### src/design/pfc_pkg.sv
package pfc_pkg;

    localparam int FRAMES_DEFAULT = 16;

    // Result status codes.
    localparam logic [2:0] STAT_HIT       = 3'd0;
    localparam logic [2:0] STAT_MISS_FREE = 3'd1;
    localparam logic [2:0] STAT_MISS_EVICT = 3'd2;
    localparam logic [2:0] STAT_REJECTED  = 3'd3;
    localparam logic [2:0] STAT_INSTALLED = 3'd4;
    localparam logic [2:0] STAT_FILL_FAIL = 3'd5;

    // Policy codes.
    localparam logic [1:0] POL_FIFO  = 2'd0;
    localparam logic [1:0] POL_LRU   = 2'd1;
    localparam logic [1:0] POL_LFU   = 2'd2;
    localparam logic [1:0] POL_CLOCK = 2'd3;

    localparam logic OP_ACCESS = 1'b0;
    localparam logic OP_FILL   = 1'b1;

    typedef enum logic [1:0] {
        ST_IDLE,
        ST_SCAN,
        ST_SWEEP,
        ST_VREAD
    } state_t;

    // One frame table entry as held in the memory.
    typedef struct packed {
        logic [15:0] proc_id;
        logic [19:0] page;
        logic [31:0] loaded_at;
        logic [31:0] used_at;
        logic [31:0] uses;
    } entry_t;

endpackage

### src/design/page_frame_cache_replacement.sv
// A fill or a rejected access shows its result word in the cycle after acceptance.
// An access scans the frame memory one entry a cycle and then shows its result; a
// clock eviction adds a sweep of the reference bits and then a victim read.
// Throughput: one item in flight; the next word is taken the cycle after the result leaves.
// Reset (aresetn low, synchronous) clears valid and reference bits, counters, hand and
// pending miss; the policy resets to clock. Entry tags are undefined until written.
module page_frame_cache_replacement #(
    parameter int FRAMES = pfc_pkg::FRAMES_DEFAULT
) (
    input  logic        aclk,
    input  logic        aresetn,
    input  logic        cfg_wr_en,
    input  logic [1:0]  cfg_wr_data,
    input  logic        s_valid,
    output logic        s_ready,
    input  logic        s_opcode,
    input  logic [15:0] s_proc_id,
    input  logic [31:0] s_vaddr,
    input  logic        s_writeback_ok,
    input  logic        s_source_ok,
    output logic        m_valid,
    input  logic        m_ready,
    output logic [2:0]  m_status,
    output logic [3:0]  m_slot,
    output logic [15:0] m_victim_proc,
    output logic [19:0] m_victim_page,
    output logic [31:0] m_hit_total,
    output logic [31:0] m_miss_total
);

    localparam int IW = $clog2(FRAMES);
    localparam int CW = IW + 1;
    localparam logic [IW-1:0] LAST = IW'(FRAMES - 1);

    pfc_pkg::state_t state_reg, state_next;
    logic [1:0]        policy_reg, policy_next;
    logic [FRAMES-1:0] valid_reg, valid_next;
    logic [FRAMES-1:0] ref_reg, ref_next;
    logic [IW-1:0]     hand_reg, hand_next;
    logic [31:0]       time_reg, time_next;
    logic [31:0]       hits_reg, hits_next;
    logic [31:0]       misses_reg, misses_next;
    logic [IW-1:0]     pend_slot_reg, pend_slot_next;
    logic [15:0]       pend_proc_reg, pend_proc_next;
    logic [19:0]       pend_page_reg, pend_page_next;
    logic              pend_live_reg, pend_live_next;
    logic              pend_evict_reg, pend_evict_next;
    logic [15:0]       req_proc_reg, req_proc_next;
    logic [19:0]       req_page_reg, req_page_next;
    logic [CW-1:0]     cnt_reg, cnt_next;
    logic              dv_reg, dv_next;
    logic [IW-1:0]     didx_reg, didx_next;
    logic              fnd_reg, fnd_next;
    logic [IW-1:0]     fnd_idx_reg, fnd_idx_next;
    pfc_pkg::entry_t   fnd_ent_reg, fnd_ent_next;
    logic              free_reg, free_next;
    logic [IW-1:0]     free_idx_reg, free_idx_next;
    logic [31:0]       min_val_reg, min_val_next;
    logic [IW-1:0]     min_idx_reg, min_idx_next;
    pfc_pkg::entry_t   min_ent_reg, min_ent_next;
    logic              m_valid_reg, m_valid_next;
    logic [2:0]        m_status_reg, m_status_next;
    logic [3:0]        m_slot_reg, m_slot_next;
    logic [15:0]       m_vproc_reg, m_vproc_next;
    logic [19:0]       m_vpage_reg, m_vpage_next;
    logic [31:0]       m_hits_reg, m_hits_next;
    logic [31:0]       m_misses_reg, m_misses_next;

    logic              wr_en, rd_en;
    logic [IW-1:0]     wr_addr, rd_addr;
    pfc_pkg::entry_t   wr_data, rd_data;

    pfc_frame_mem #(.FRAMES(FRAMES), .IW(IW)) u_mem (
        .aclk    (aclk),
        .wr_en   (wr_en),
        .wr_addr (wr_addr),
        .wr_data (wr_data),
        .rd_en   (rd_en),
        .rd_addr (rd_addr),
        .rd_data (rd_data)
    );

    assign s_ready       = (state_reg == pfc_pkg::ST_IDLE) && !m_valid_reg;
    assign m_valid       = m_valid_reg;
    assign m_status      = m_status_reg;
    assign m_slot        = m_slot_reg;
    assign m_victim_proc = m_vproc_reg;
    assign m_victim_page = m_vpage_reg;
    assign m_hit_total   = m_hits_reg;
    assign m_miss_total  = m_misses_reg;

    // Control and state registers.
    always_ff @(posedge aclk) begin
        if (!aresetn) begin
            state_reg      <= pfc_pkg::ST_IDLE;
            policy_reg     <= pfc_pkg::POL_CLOCK;
            valid_reg      <= '0;
            ref_reg        <= '0;
            hand_reg       <= '0;
            time_reg       <= '0;
            hits_reg       <= '0;
            misses_reg     <= '0;
            pend_slot_reg  <= '0;
            pend_proc_reg  <= '0;
            pend_page_reg  <= '0;
            pend_live_reg  <= 1'b0;
            pend_evict_reg <= 1'b0;
            cnt_reg        <= '0;
            dv_reg         <= 1'b0;
            m_valid_reg    <= 1'b0;
        end else begin
            state_reg      <= state_next;
            policy_reg     <= policy_next;
            valid_reg      <= valid_next;
            ref_reg        <= ref_next;
            hand_reg       <= hand_next;
            time_reg       <= time_next;
            hits_reg       <= hits_next;
            misses_reg     <= misses_next;
            pend_slot_reg  <= pend_slot_next;
            pend_proc_reg  <= pend_proc_next;
            pend_page_reg  <= pend_page_next;
            pend_live_reg  <= pend_live_next;
            pend_evict_reg <= pend_evict_next;
            cnt_reg        <= cnt_next;
            dv_reg         <= dv_next;
            m_valid_reg    <= m_valid_next;
        end
    end

    // Payload registers.
    always_ff @(posedge aclk) begin
        req_proc_reg <= req_proc_next;
        req_page_reg <= req_page_next;
        didx_reg     <= didx_next;
        fnd_reg      <= fnd_next;
        fnd_idx_reg  <= fnd_idx_next;
        fnd_ent_reg  <= fnd_ent_next;
        free_reg     <= free_next;
        free_idx_reg <= free_idx_next;
        min_val_reg  <= min_val_next;
        min_idx_reg  <= min_idx_next;
        min_ent_reg  <= min_ent_next;
        m_status_reg <= m_status_next;
        m_slot_reg   <= m_slot_next;
        m_vproc_reg  <= m_vproc_next;
        m_vpage_reg  <= m_vpage_next;
        m_hits_reg   <= m_hits_next;
        m_misses_reg <= m_misses_next;
    end

    // Sequencer: fill, rejection, scan, clock sweep and victim read.
    always_comb begin
        logic        cur_v;
        logic        cur_m;
        logic [31:0] pv;
        logic        take;
        logic [31:0] t1;

        state_next      = state_reg;
        policy_next     = cfg_wr_en ? cfg_wr_data : policy_reg;
        valid_next      = valid_reg;
        ref_next        = ref_reg;
        hand_next       = hand_reg;
        time_next       = time_reg;
        hits_next       = hits_reg;
        misses_next     = misses_reg;
        pend_slot_next  = pend_slot_reg;
        pend_proc_next  = pend_proc_reg;
        pend_page_next  = pend_page_reg;
        pend_live_next  = pend_live_reg;
        pend_evict_next = pend_evict_reg;
        req_proc_next   = req_proc_reg;
        req_page_next   = req_page_reg;
        cnt_next        = cnt_reg;
        dv_next         = 1'b0;
        didx_next       = didx_reg;
        fnd_next        = fnd_reg;
        fnd_idx_next    = fnd_idx_reg;
        fnd_ent_next    = fnd_ent_reg;
        free_next       = free_reg;
        free_idx_next   = free_idx_reg;
        min_val_next    = min_val_reg;
        min_idx_next    = min_idx_reg;
        min_ent_next    = min_ent_reg;
        m_valid_next    = m_valid_reg && !m_ready;
        m_status_next   = m_status_reg;
        m_slot_next     = m_slot_reg;
        m_vproc_next    = m_vproc_reg;
        m_vpage_next    = m_vpage_reg;
        m_hits_next     = m_hits_reg;
        m_misses_next   = m_misses_reg;
        wr_en           = 1'b0;
        wr_addr         = pend_slot_reg;
        wr_data         = rd_data;
        rd_en           = 1'b0;
        rd_addr         = cnt_reg[IW-1:0];
        t1              = time_reg + 32'd1;

        // Evaluation of the entry read in the previous cycle.
        cur_v = valid_reg[didx_reg];
        cur_m = cur_v && (rd_data.proc_id == req_proc_reg) && (rd_data.page == req_page_reg);
        unique case (policy_reg)
            pfc_pkg::POL_FIFO: pv = rd_data.loaded_at;
            pfc_pkg::POL_LRU:  pv = rd_data.used_at;
            default:           pv = rd_data.uses;
        endcase
        take = (didx_reg == '0) || (pv < min_val_reg);

        unique case (state_reg)
            pfc_pkg::ST_IDLE: begin
                if (s_valid && s_ready) begin
                    pend_live_next = 1'b0;
                    m_vproc_next   = '0;
                    m_vpage_next   = '0;
                    m_hits_next    = hits_reg;
                    m_misses_next  = misses_reg;
                    if (s_opcode == pfc_pkg::OP_FILL) begin
                        m_valid_next  = 1'b1;
                        m_slot_next   = pend_live_reg ? 4'(pend_slot_reg) : 4'd0;
                        m_status_next = pfc_pkg::STAT_FILL_FAIL;
                        if (pend_live_reg && s_source_ok &&
                            (s_writeback_ok || !pend_evict_reg)) begin
                            m_status_next = pfc_pkg::STAT_INSTALLED;
                            time_next     = t1;
                            wr_en         = 1'b1;
                            wr_data       = '{proc_id: pend_proc_reg, page: pend_page_reg,
                                              loaded_at: t1, used_at: t1, uses: 32'd1};
                            valid_next[pend_slot_reg] = 1'b1;
                            ref_next[pend_slot_reg]   = 1'b1;
                        end
                    end else if (s_vaddr[31]) begin
                        m_valid_next  = 1'b1;
                        m_status_next = pfc_pkg::STAT_REJECTED;
                        m_slot_next   = 4'd0;
                    end else begin
                        req_proc_next = s_proc_id;
                        req_page_next = s_vaddr[31:12];
                        cnt_next      = '0;
                        fnd_next      = 1'b0;
                        free_next     = 1'b0;
                        state_next    = pfc_pkg::ST_SCAN;
                    end
                end
            end
            pfc_pkg::ST_SCAN: begin
                // Issue the next read while the previous one is evaluated.
                if (cnt_reg < CW'(FRAMES)) begin
                    rd_en     = 1'b1;
                    rd_addr   = cnt_reg[IW-1:0];
                    cnt_next  = cnt_reg + 1'b1;
                    dv_next   = 1'b1;
                    didx_next = cnt_reg[IW-1:0];
                end
                if (dv_reg) begin
                    if (!fnd_reg && cur_m) begin
                        fnd_next     = 1'b1;
                        fnd_idx_next = didx_reg;
                        fnd_ent_next = rd_data;
                    end
                    if (!free_reg && !cur_v) begin
                        free_next     = 1'b1;
                        free_idx_next = didx_reg;
                    end
                    if (take) begin
                        min_val_next = pv;
                        min_idx_next = didx_reg;
                        min_ent_next = rd_data;
                    end
                    if (didx_reg == LAST) begin
                        state_next = pfc_pkg::ST_IDLE;
                        if (fnd_next) begin
                            time_next     = t1;
                            hits_next     = hits_reg + 32'd1;
                            wr_en         = 1'b1;
                            wr_addr       = fnd_idx_next;
                            wr_data       = fnd_ent_next;
                            wr_data.used_at = t1;
                            wr_data.uses  = fnd_ent_next.uses + 32'd1;
                            ref_next[fnd_idx_next] = 1'b1;
                            m_valid_next  = 1'b1;
                            m_status_next = pfc_pkg::STAT_HIT;
                            m_slot_next   = 4'(fnd_idx_next);
                            m_hits_next   = hits_reg + 32'd1;
                        end else begin
                            misses_next    = misses_reg + 32'd1;
                            m_misses_next  = misses_reg + 32'd1;
                            pend_proc_next = req_proc_reg;
                            pend_page_next = req_page_reg;
                            if (free_next) begin
                                pend_slot_next  = free_idx_next;
                                pend_live_next  = 1'b1;
                                pend_evict_next = 1'b0;
                                m_valid_next    = 1'b1;
                                m_status_next   = pfc_pkg::STAT_MISS_FREE;
                                m_slot_next     = 4'(free_idx_next);
                            end else if (policy_reg != pfc_pkg::POL_CLOCK) begin
                                pend_slot_next  = min_idx_next;
                                pend_live_next  = 1'b1;
                                pend_evict_next = 1'b1;
                                m_valid_next    = 1'b1;
                                m_status_next   = pfc_pkg::STAT_MISS_EVICT;
                                m_slot_next     = 4'(min_idx_next);
                                m_vproc_next    = min_ent_next.proc_id;
                                m_vpage_next    = min_ent_next.page;
                            end else begin
                                state_next = pfc_pkg::ST_SWEEP;
                            end
                        end
                    end
                end
            end
            pfc_pkg::ST_SWEEP: begin
                // Second chance: clear set bits until a clear one is found.
                hand_next = (hand_reg == LAST) ? '0 : hand_reg + 1'b1;
                if (!ref_reg[hand_reg]) begin
                    min_idx_next = hand_reg;
                    rd_en        = 1'b1;
                    rd_addr      = hand_reg;
                    state_next   = pfc_pkg::ST_VREAD;
                end else begin
                    ref_next[hand_reg] = 1'b0;
                end
            end
            pfc_pkg::ST_VREAD: begin
                pend_slot_next  = min_idx_reg;
                pend_live_next  = 1'b1;
                pend_evict_next = 1'b1;
                m_valid_next    = 1'b1;
                m_status_next   = pfc_pkg::STAT_MISS_EVICT;
                m_slot_next     = 4'(min_idx_reg);
                m_vproc_next    = rd_data.proc_id;
                m_vpage_next    = rd_data.page;
                state_next      = pfc_pkg::ST_IDLE;
            end
            default: begin
                state_next = pfc_pkg::ST_IDLE;
            end
        endcase
    end

    // A result word is only ever shown once the sequencer is back at rest.
    a_out_idle: assert property (@(posedge aclk) disable iff (!aresetn)
        (state_reg != pfc_pkg::ST_IDLE) |-> !m_valid_reg)
        else $error("result word while item still in work");

    // A fill with nothing pending reports failure at slot zero.
    a_fill_none: assert property (@(posedge aclk) disable iff (!aresetn)
        (s_valid && s_ready && s_opcode == pfc_pkg::OP_FILL && !pend_live_reg) |=>
        (m_valid_reg && m_status_reg == pfc_pkg::STAT_FILL_FAIL && m_slot_reg == 4'd0))
        else $error("fill without pending miss misreported");

    // The clock sweep only starts on a full table.
    a_sweep_full: assert property (@(posedge aclk) disable iff (!aresetn)
        (state_reg == pfc_pkg::ST_SWEEP) |-> (valid_reg == {FRAMES{1'b1}}))
        else $error("clock sweep with a free frame");

    // A clock eviction always leaves an eviction pending.
    a_evict_pend: assert property (@(posedge aclk) disable iff (!aresetn)
        (state_reg == pfc_pkg::ST_VREAD) |=> (pend_live_reg && pend_evict_reg))
        else $error("eviction did not record pending miss");

endmodule

### src/design/pfc_frame_mem.sv
module pfc_frame_mem #(
    parameter int FRAMES = pfc_pkg::FRAMES_DEFAULT,
    parameter int IW     = $clog2(FRAMES)
) (
    input  logic             aclk,
    input  logic             wr_en,
    input  logic [IW-1:0]    wr_addr,
    input  pfc_pkg::entry_t  wr_data,
    input  logic             rd_en,
    input  logic [IW-1:0]    rd_addr,
    output pfc_pkg::entry_t  rd_data
);

    pfc_pkg::entry_t mem [FRAMES];

    // Single write port, single registered read port.
    always_ff @(posedge aclk) begin
        if (wr_en) begin
            mem[wr_addr] <= wr_data;
        end
        if (rd_en) begin
            rd_data <= mem[rd_addr];
        end
    end

endmodule

### config.mk
export PLATFORM = sky130hd
export DESIGN_NAME = page_frame_cache_replacement
export DESIGN_NICKNAME = d
export VERILOG_FILES = /design/src/design/pfc_pkg.sv /design/src/design/page_frame_cache_replacement.sv /design/src/design/pfc_frame_mem.sv
export SDC_FILE = /design/constraint.sdc
export NUM_CORES = 2
export LEC_CHECK = 0
export BUFFER_PORTS_ARGS = -buffer_cell sky130_fd_sc_hd__buf_4
export CAP_MARGIN = 40
export CELL_PAD_IN_SITES_DETAIL_PLACEMENT = 1
export CELL_PAD_IN_SITES_GLOBAL_PLACEMENT = 1
export CORE_ASPECT_RATIO = 0.8
export CORE_MARGIN = 2
export CORE_UTILIZATION = 40
export CTS_BUF_LIST = sky130_fd_sc_hd__clkbuf_4
export DETAILED_ROUTE_END_ITERATION = 10
export PLACE_DENSITY = 0.66
export SETUP_SLACK_MARGIN = 0.15
export SLEW_MARGIN = 25
export SYNTH_ARGS = -nofsm -noshare
export SYNTH_HDL_FRONTEND = slang
export SYNTH_SLANG_ARGS = --single-unit
### constraint.sdc
create_clock -name aclk -period 17.2 [get_ports aclk]
set_clock_uncertainty 0.05 [all_clocks]
set_input_delay 4.3 -clock aclk [delete_from_list [all_inputs] [get_ports aclk]]
set_output_delay 4.3 -clock aclk [all_outputs]
set_load 0.03 [all_outputs]
Yosys cells after proc, flatten, opt, wreduce, memory -nomap -nowiden --
Memory sizes are Yosys's and may differ from the RTL's. A register that Yosys moved wholly into a read port is not among the register bits. Cells that the tools add are included.
Storage, ports and cells: memories 1, word-level logic and storage cells 299, register bits after elaboration 608, input port bits 58, RAM bits 2112
Operators by class: order comparisons 9, equality and inequality tests 26, reduce and logical (&&, ||, !) cells 48, mux-type cells 161, $add $sub $neg 6, bitwise gates (word level) 8
Memories:
- u_mem.mem | depth 16, width 132, read ports 1, clocked after Yosys merged registers in 1, wr ports 1, line pfc_frame_mem.sv:14 | pfc_pkg::entry_t mem [FRAMES];
Operators with widths (number):
- 132-bit two-way mux | 10
- 32-bit two-way mux | 14
- 132-bit case mux with 2 select lines | 1
- 32-bit case mux with 2 select lines | 4
- 16-bit two-way mux | 13
- 32-bit by 1-bit adder with 32-bit output, second input constant | 4
- 20-bit two-way mux | 6
- 4-bit two-way mux | 26
- 16-bit case mux with 3 select lines | 2
- 20-bit case mux with 3 select lines | 1
- 16-bit OR | 3
- 1-bit two-way mux | 45
- 32-bit less-than comparator | 1
- 2-bit != test, second input constant | 13
- 5-bit AND reduction | 5
- 3-bit two-way mux | 8
- 20-bit by 19-bit == test with 1-bit output | 1
- 4-bit by 5-bit less-than comparator with 1-bit output, second input constant | 4
- 5-bit two-way mux | 4
- 2-bit two-way mux | 9
- 6-bit AND reduction | 3
- 16-bit bitwise AND | 1
- 16-bit == test | 1
- 16-bit NOT | 1
- 32 further kinds | 78

Depth between registers and ports, before layout --
depth after elaboration 17, gate-level depth with buffers 17

Modules after synthesis --
A second synthesis with hierarchy kept.
Unflattened totals: cell total of the unflattened synthesis 5981, area total of the unflattened synthesis 109541.3 um2
Modules (own cells, without submodules):
- pfc_frame_mem | seq. area each 67384.6 um2, area an instance 83367.5 um2, cells each 3454, times used 1
- page_frame_cache_replacement | seq. area each 13533.0 um2, area an instance 26173.9 um2, cells each 2527, times used 1

Least setup slack after synthesis --
No wires, ideal clock.
path kind register to register, start register hand_reg[0], end register, netlist name u_mem.rd_data[0], path buffers 3, stages on the path, launching flop included 8, data arrival time 11.528 ns, slack 4.797 ns, setup time 0.826 ns, cell sequence dfxtp_1 -> buf_6 -> mux4_2 -> mux4_2 -> nand2b_4 -> buf_6 -> buf_6 -> a21boi_0
On the way: cells in the longest elaborated chain, start to end 4, elaborated cells between the ends (all ways) 6, classes of those cells 6 x mux
RTL lines:
- start: declaration | line page_frame_cache_replacement.sv:39 | logic [IW-1:0] hand_reg, hand_next;
- start signal: assignment | line page_frame_cache_replacement.sv:116 | hand_reg <= hand_next;
- 1-bit binary-select mux with 4-bit select | line page_frame_cache_replacement.sv:316 | if (!ref_reg[hand_reg]) begin
- 1-bit two-way mux (implied by the code) | line page_frame_cache_replacement.sv:316
- 1-bit two-way mux | line page_frame_cache_replacement.sv:316
- 1-bit case mux with 2 select lines | line page_frame_cache_replacement.sv:210 | unique case (state_reg)
- net rd_en | line page_frame_cache_replacement.sv:69 | logic wr_en, rd_en;
The timed path passes the listed nets, and every way through them passes these cells. The select of a mux whose other input is x is not followed. A chain may end at the register's enable or synchronous reset.

Worst setup path in the final report --
start input port s_opcode, end memory u_mem.mem[0][40] (netlist name) (enable)
On the way: cells in the longest elaborated chain, start to end 5
RTL lines:
- start: declaration | line page_frame_cache_replacement.sv:16 | input logic s_opcode,
- 1-bit two-way mux | line page_frame_cache_replacement.sv:218 | if (s_opcode == pfc_pkg::OP_FILL) begin
- 1-bit two-way mux | line page_frame_cache_replacement.sv:212 | if (s_valid && s_ready) begin
- 1-bit case mux with 2 select lines | line page_frame_cache_replacement.sv:210
- 1-bit two-way mux | line pfc_frame_mem.sv:18 | if (wr_en) begin
- 1-bit two-way mux (implied by the code) | line pfc_frame_mem.sv:19 | mem[wr_addr] <= wr_data;
- end: declaration | line pfc_frame_mem.sv:14
Every way passes these cells.

==> key figures <==
Clock tree
  • CTS tree: yes
  • CTS Hold Bufs: 0
  • Setup Buffers After CTS: 0
  • CTS Buf Count: ~700
  • Reg clk slew, reported paths: about 60 ps
  • Cts repair resizes: 0
  • H-tree depth: 6
  • Root buf cell: clkbuf_4
  • Clk_lat worst skew: between 1000 and 1500 ps
  • Clk sinks: 2756
  • Clk buf depth: 4

STA
  • Fmax: 127 MHz
  • Worst slew margin: approximately a quarter
  • Hold Vio Cnt, Final: 0
  • Final Critical Period: between 7000 and 8000 ps
  • Final Setup Violations: 0
  • Pins Over Slew Limit: 0
  • Tcrit/Tclk final: 45.8%
  • Slew @ Worst Pin: 1130 ps
  • Setup_tns: 0 ps
  • Unrepaired setup endpoints after global routing: false
  • Worst hold margin: roughly 340 ps

Critical path
  • Critical path peak fanout: 26
  • CP top delay family: buffers and inverters
  • Crit Path Class: in2reg
  • Critical path arrival: about 9000 ps
  • CP max stage delay: about 660 ps
  • Crit. End Element: flip-flop
  • Crit-path slowest cell: nor3_1
  • Data required, critical path: roughly 18000 ps
  • CP Launch Type: input port
  • Cell depth of the worst setup path: 11
  • CP Buf/Inv Count: 6
  • Worst path cell trace: buf_4 > o2111ai_1 > or2_2 > buf_4 > nor3_1 > mux2i_1 > buf_4 > nor2_4 > buf_4 > buf_4 > buf_12
  • R2R depth: 12
  • CP most frequent cell: buf_4

Power and ir drop
  • Pint: between 0.01 and 0.015 W
  • Logic pwr share: under 10%
  • Reg power frac: between 50% and 60%
  • Worst vdd rail ir drop: around 0.053 mV
  • Clock power frac: approximately two fifths
  • NetSw: ~0.0034 W
  • Total chip power: between 0.01 and 0.015 W
  • Pwr per Cell Area: 113 nW/um^2
  • Switch share: 24.3%
  • Leak: 48.7 nW

Synthesis
  • Synthesis Warnings: 0
  • Synth cell types: 78
  • Post-synth EDFFs: ~2600
  • Synthesized area per cell: roughly 16 um^2
  • Ys flop type: edfxtp_1
  • Sequential element share of the synthesized area: between 70% and 80%
  • Asr flop ratio synth: 0%
  • Synth area leader: edfxtp_1
  • Top cell type's share of synthesized area: between 70% and 80%
  • Syn Nets: 6841
  • Ranking of synthesized cells by area: edfxtp_1 71%, mux2i_1 10%, dfxtp_1 3.4%, o22ai_1 3.0%, nand2_1 1.1%
  • Netlist Area Pre-Place: ~110000 um^2
  • Top cells by count, synth: 2572 x edfxtp_1, 1108 x mux2i_1, 530 x o22ai_1, 312 x nand2_1, 242 x nor2_1
  • Post-Syn Instances: slightly below 7000
  • Synth Register Bits: approximately 2800
  • Cell with the most instances after synthesis: edfxtp_1

Floorplanning
  • Initial Util: between 40% and 50%
  • Num ports: 167
  • Die Wd: a little under 600 um
  • Core region area: roughly 270000 um^2
  • Die H: ~470 um
  • Std cell rows: 171
  • Die area: 278000 um^2

Routing
  • WL/cell: about 28 um
  • First-pass iteration count of the detailed router: 8
  • Total Wirelength: about 320000 um
  • Post-route ant nets: 0
  • Via count: approximately 66000
  • DRC: 0
  • Vias/cell: approximately 5.7
  • Starting DRT DRC Count: just over 6000

GRT
  • First-pass GRT wire length: 463000 um
  • Global Route Usage Sum: ~23%
  • Largest net degree at the start of global routing: 138
  • Initial antenna violation count: 17
  • GR Overflow Total: 0
  • Vias in the first global route: 68100

Finish
  • Syn-to-layout area delta: 14.3%
  • Final nets: 7545
  • Largest register FFs: roughly 2100
  • Layout Utilization: between 40% and 50%
  • Fraction of layout instances using a drive strength above 1: 20.1%
  • FILL cells: about 27000
  • Post-route insts no fill: ~12000

Place
  • Placed instance count: slightly above 10000
  • Final GP Congestion: between 0.8 and 0.9
  • IO buf count: 154
  • Post-DP HPWL: between 150000 and 200000 um

Worst hold path
  • Hold depth: 0
  • Hold crit path type: reg2reg

Flow run
  • # Max-Cap Violations: 0

Run status
  • Status: finished clean
-- power by group through the flow --
stage                     clock network [W]  logic, W  registers, W
after floorplan                           0  0.000367       0.00790
after global placement                    0  0.000880       0.00778
after detailed placement                  0  0.000918       0.00778
after CTS                           0.00570  0.000921       0.00763
after global routing                0.00604  0.000990       0.00764
final                               0.00556  0.000934       0.00763
-- logic make-up (layout without fill, tap and decap cells) --
kind of cell,Yosys count,in the layout,share of synthesized area [%]
AO/OA/AOI/OAI,1036,1036,6.10
adder cells (fa/ha/maj),44,44,0.503
other,0,7,0
buffers and inverters,477,1668,1.95
XOR/XNOR,219,219,1.75
flip-flops,2756,2756,74.0
multiplexers,1192,1192,11.1
AND/OR/NAND/NOR,1015,1015,4.60
-- final cells by class --
class                           instances  area (um^2)  share of cell area, %
Clock buffer                         1023         7680                   6.14
Sequential cell                      2756        80900                   64.7
Timing Repair Buffer                  396         3800                   3.04
Multi-Input combinational cell       3506        26700                   21.4
Tap cell                             3633         4550                   3.64
Inverter                               98          375                  0.300
Antenna cell                            7         17.5                 0.0140
Clock inverter                        151          966                  0.773
-- cell usage in the layout, fill, tap and decap left out, types with 122 or more instances in the layout --
master and instances:
buf_4 331, clkbuf_4 1026, dfxtp_1 182, edfxtp_1 2572, mux2i_1 1108, nand2_1 311
nor2_1 219, o21ai_0 148, o22ai_1 529, or4_1 138, xnor2_1 122
-- routing by layer --
metal / GRT usage [%] / vias up / routed length (um)
li1: - / 28300 / -
met1: 32.1 / 34100 / 143000
met2: 35.5 / 2653 / 148000
met3: 4.00 / 496 / 23600
met4: 6.15 / 20 / 6370
met5: 0 / - / 135
-- through the flow --
stage	area, um^2	worst slack, ps
floorplan	109000	4800
global placement	115000	7710
detailed placement	116000	8090
CTS	125000	9500
global route	125000	9160
finish	125000	9320
-- worst paths after layout --
| check | start | end | slack, ps |
|---|---|---|---|
| setup / recovery | s_opcode | u_mem.mem[0][40]$_DFFE_PP_ | 9320 |
| hold / removal | u_mem.rd_data[72]$_DFFE_PP_ | flip-flop | 340 |
| setup reg to reg | hand_reg[0]$_SDFFE_PN0P_ | u_mem.rd_data[82]$_DFFE_PP_ | 10170 |
| hold reg to reg | u_mem.rd_data[72]$_DFFE_PP_ | flip-flop | 340 |
Note: power is estimated with default switching activity, not from simulation.
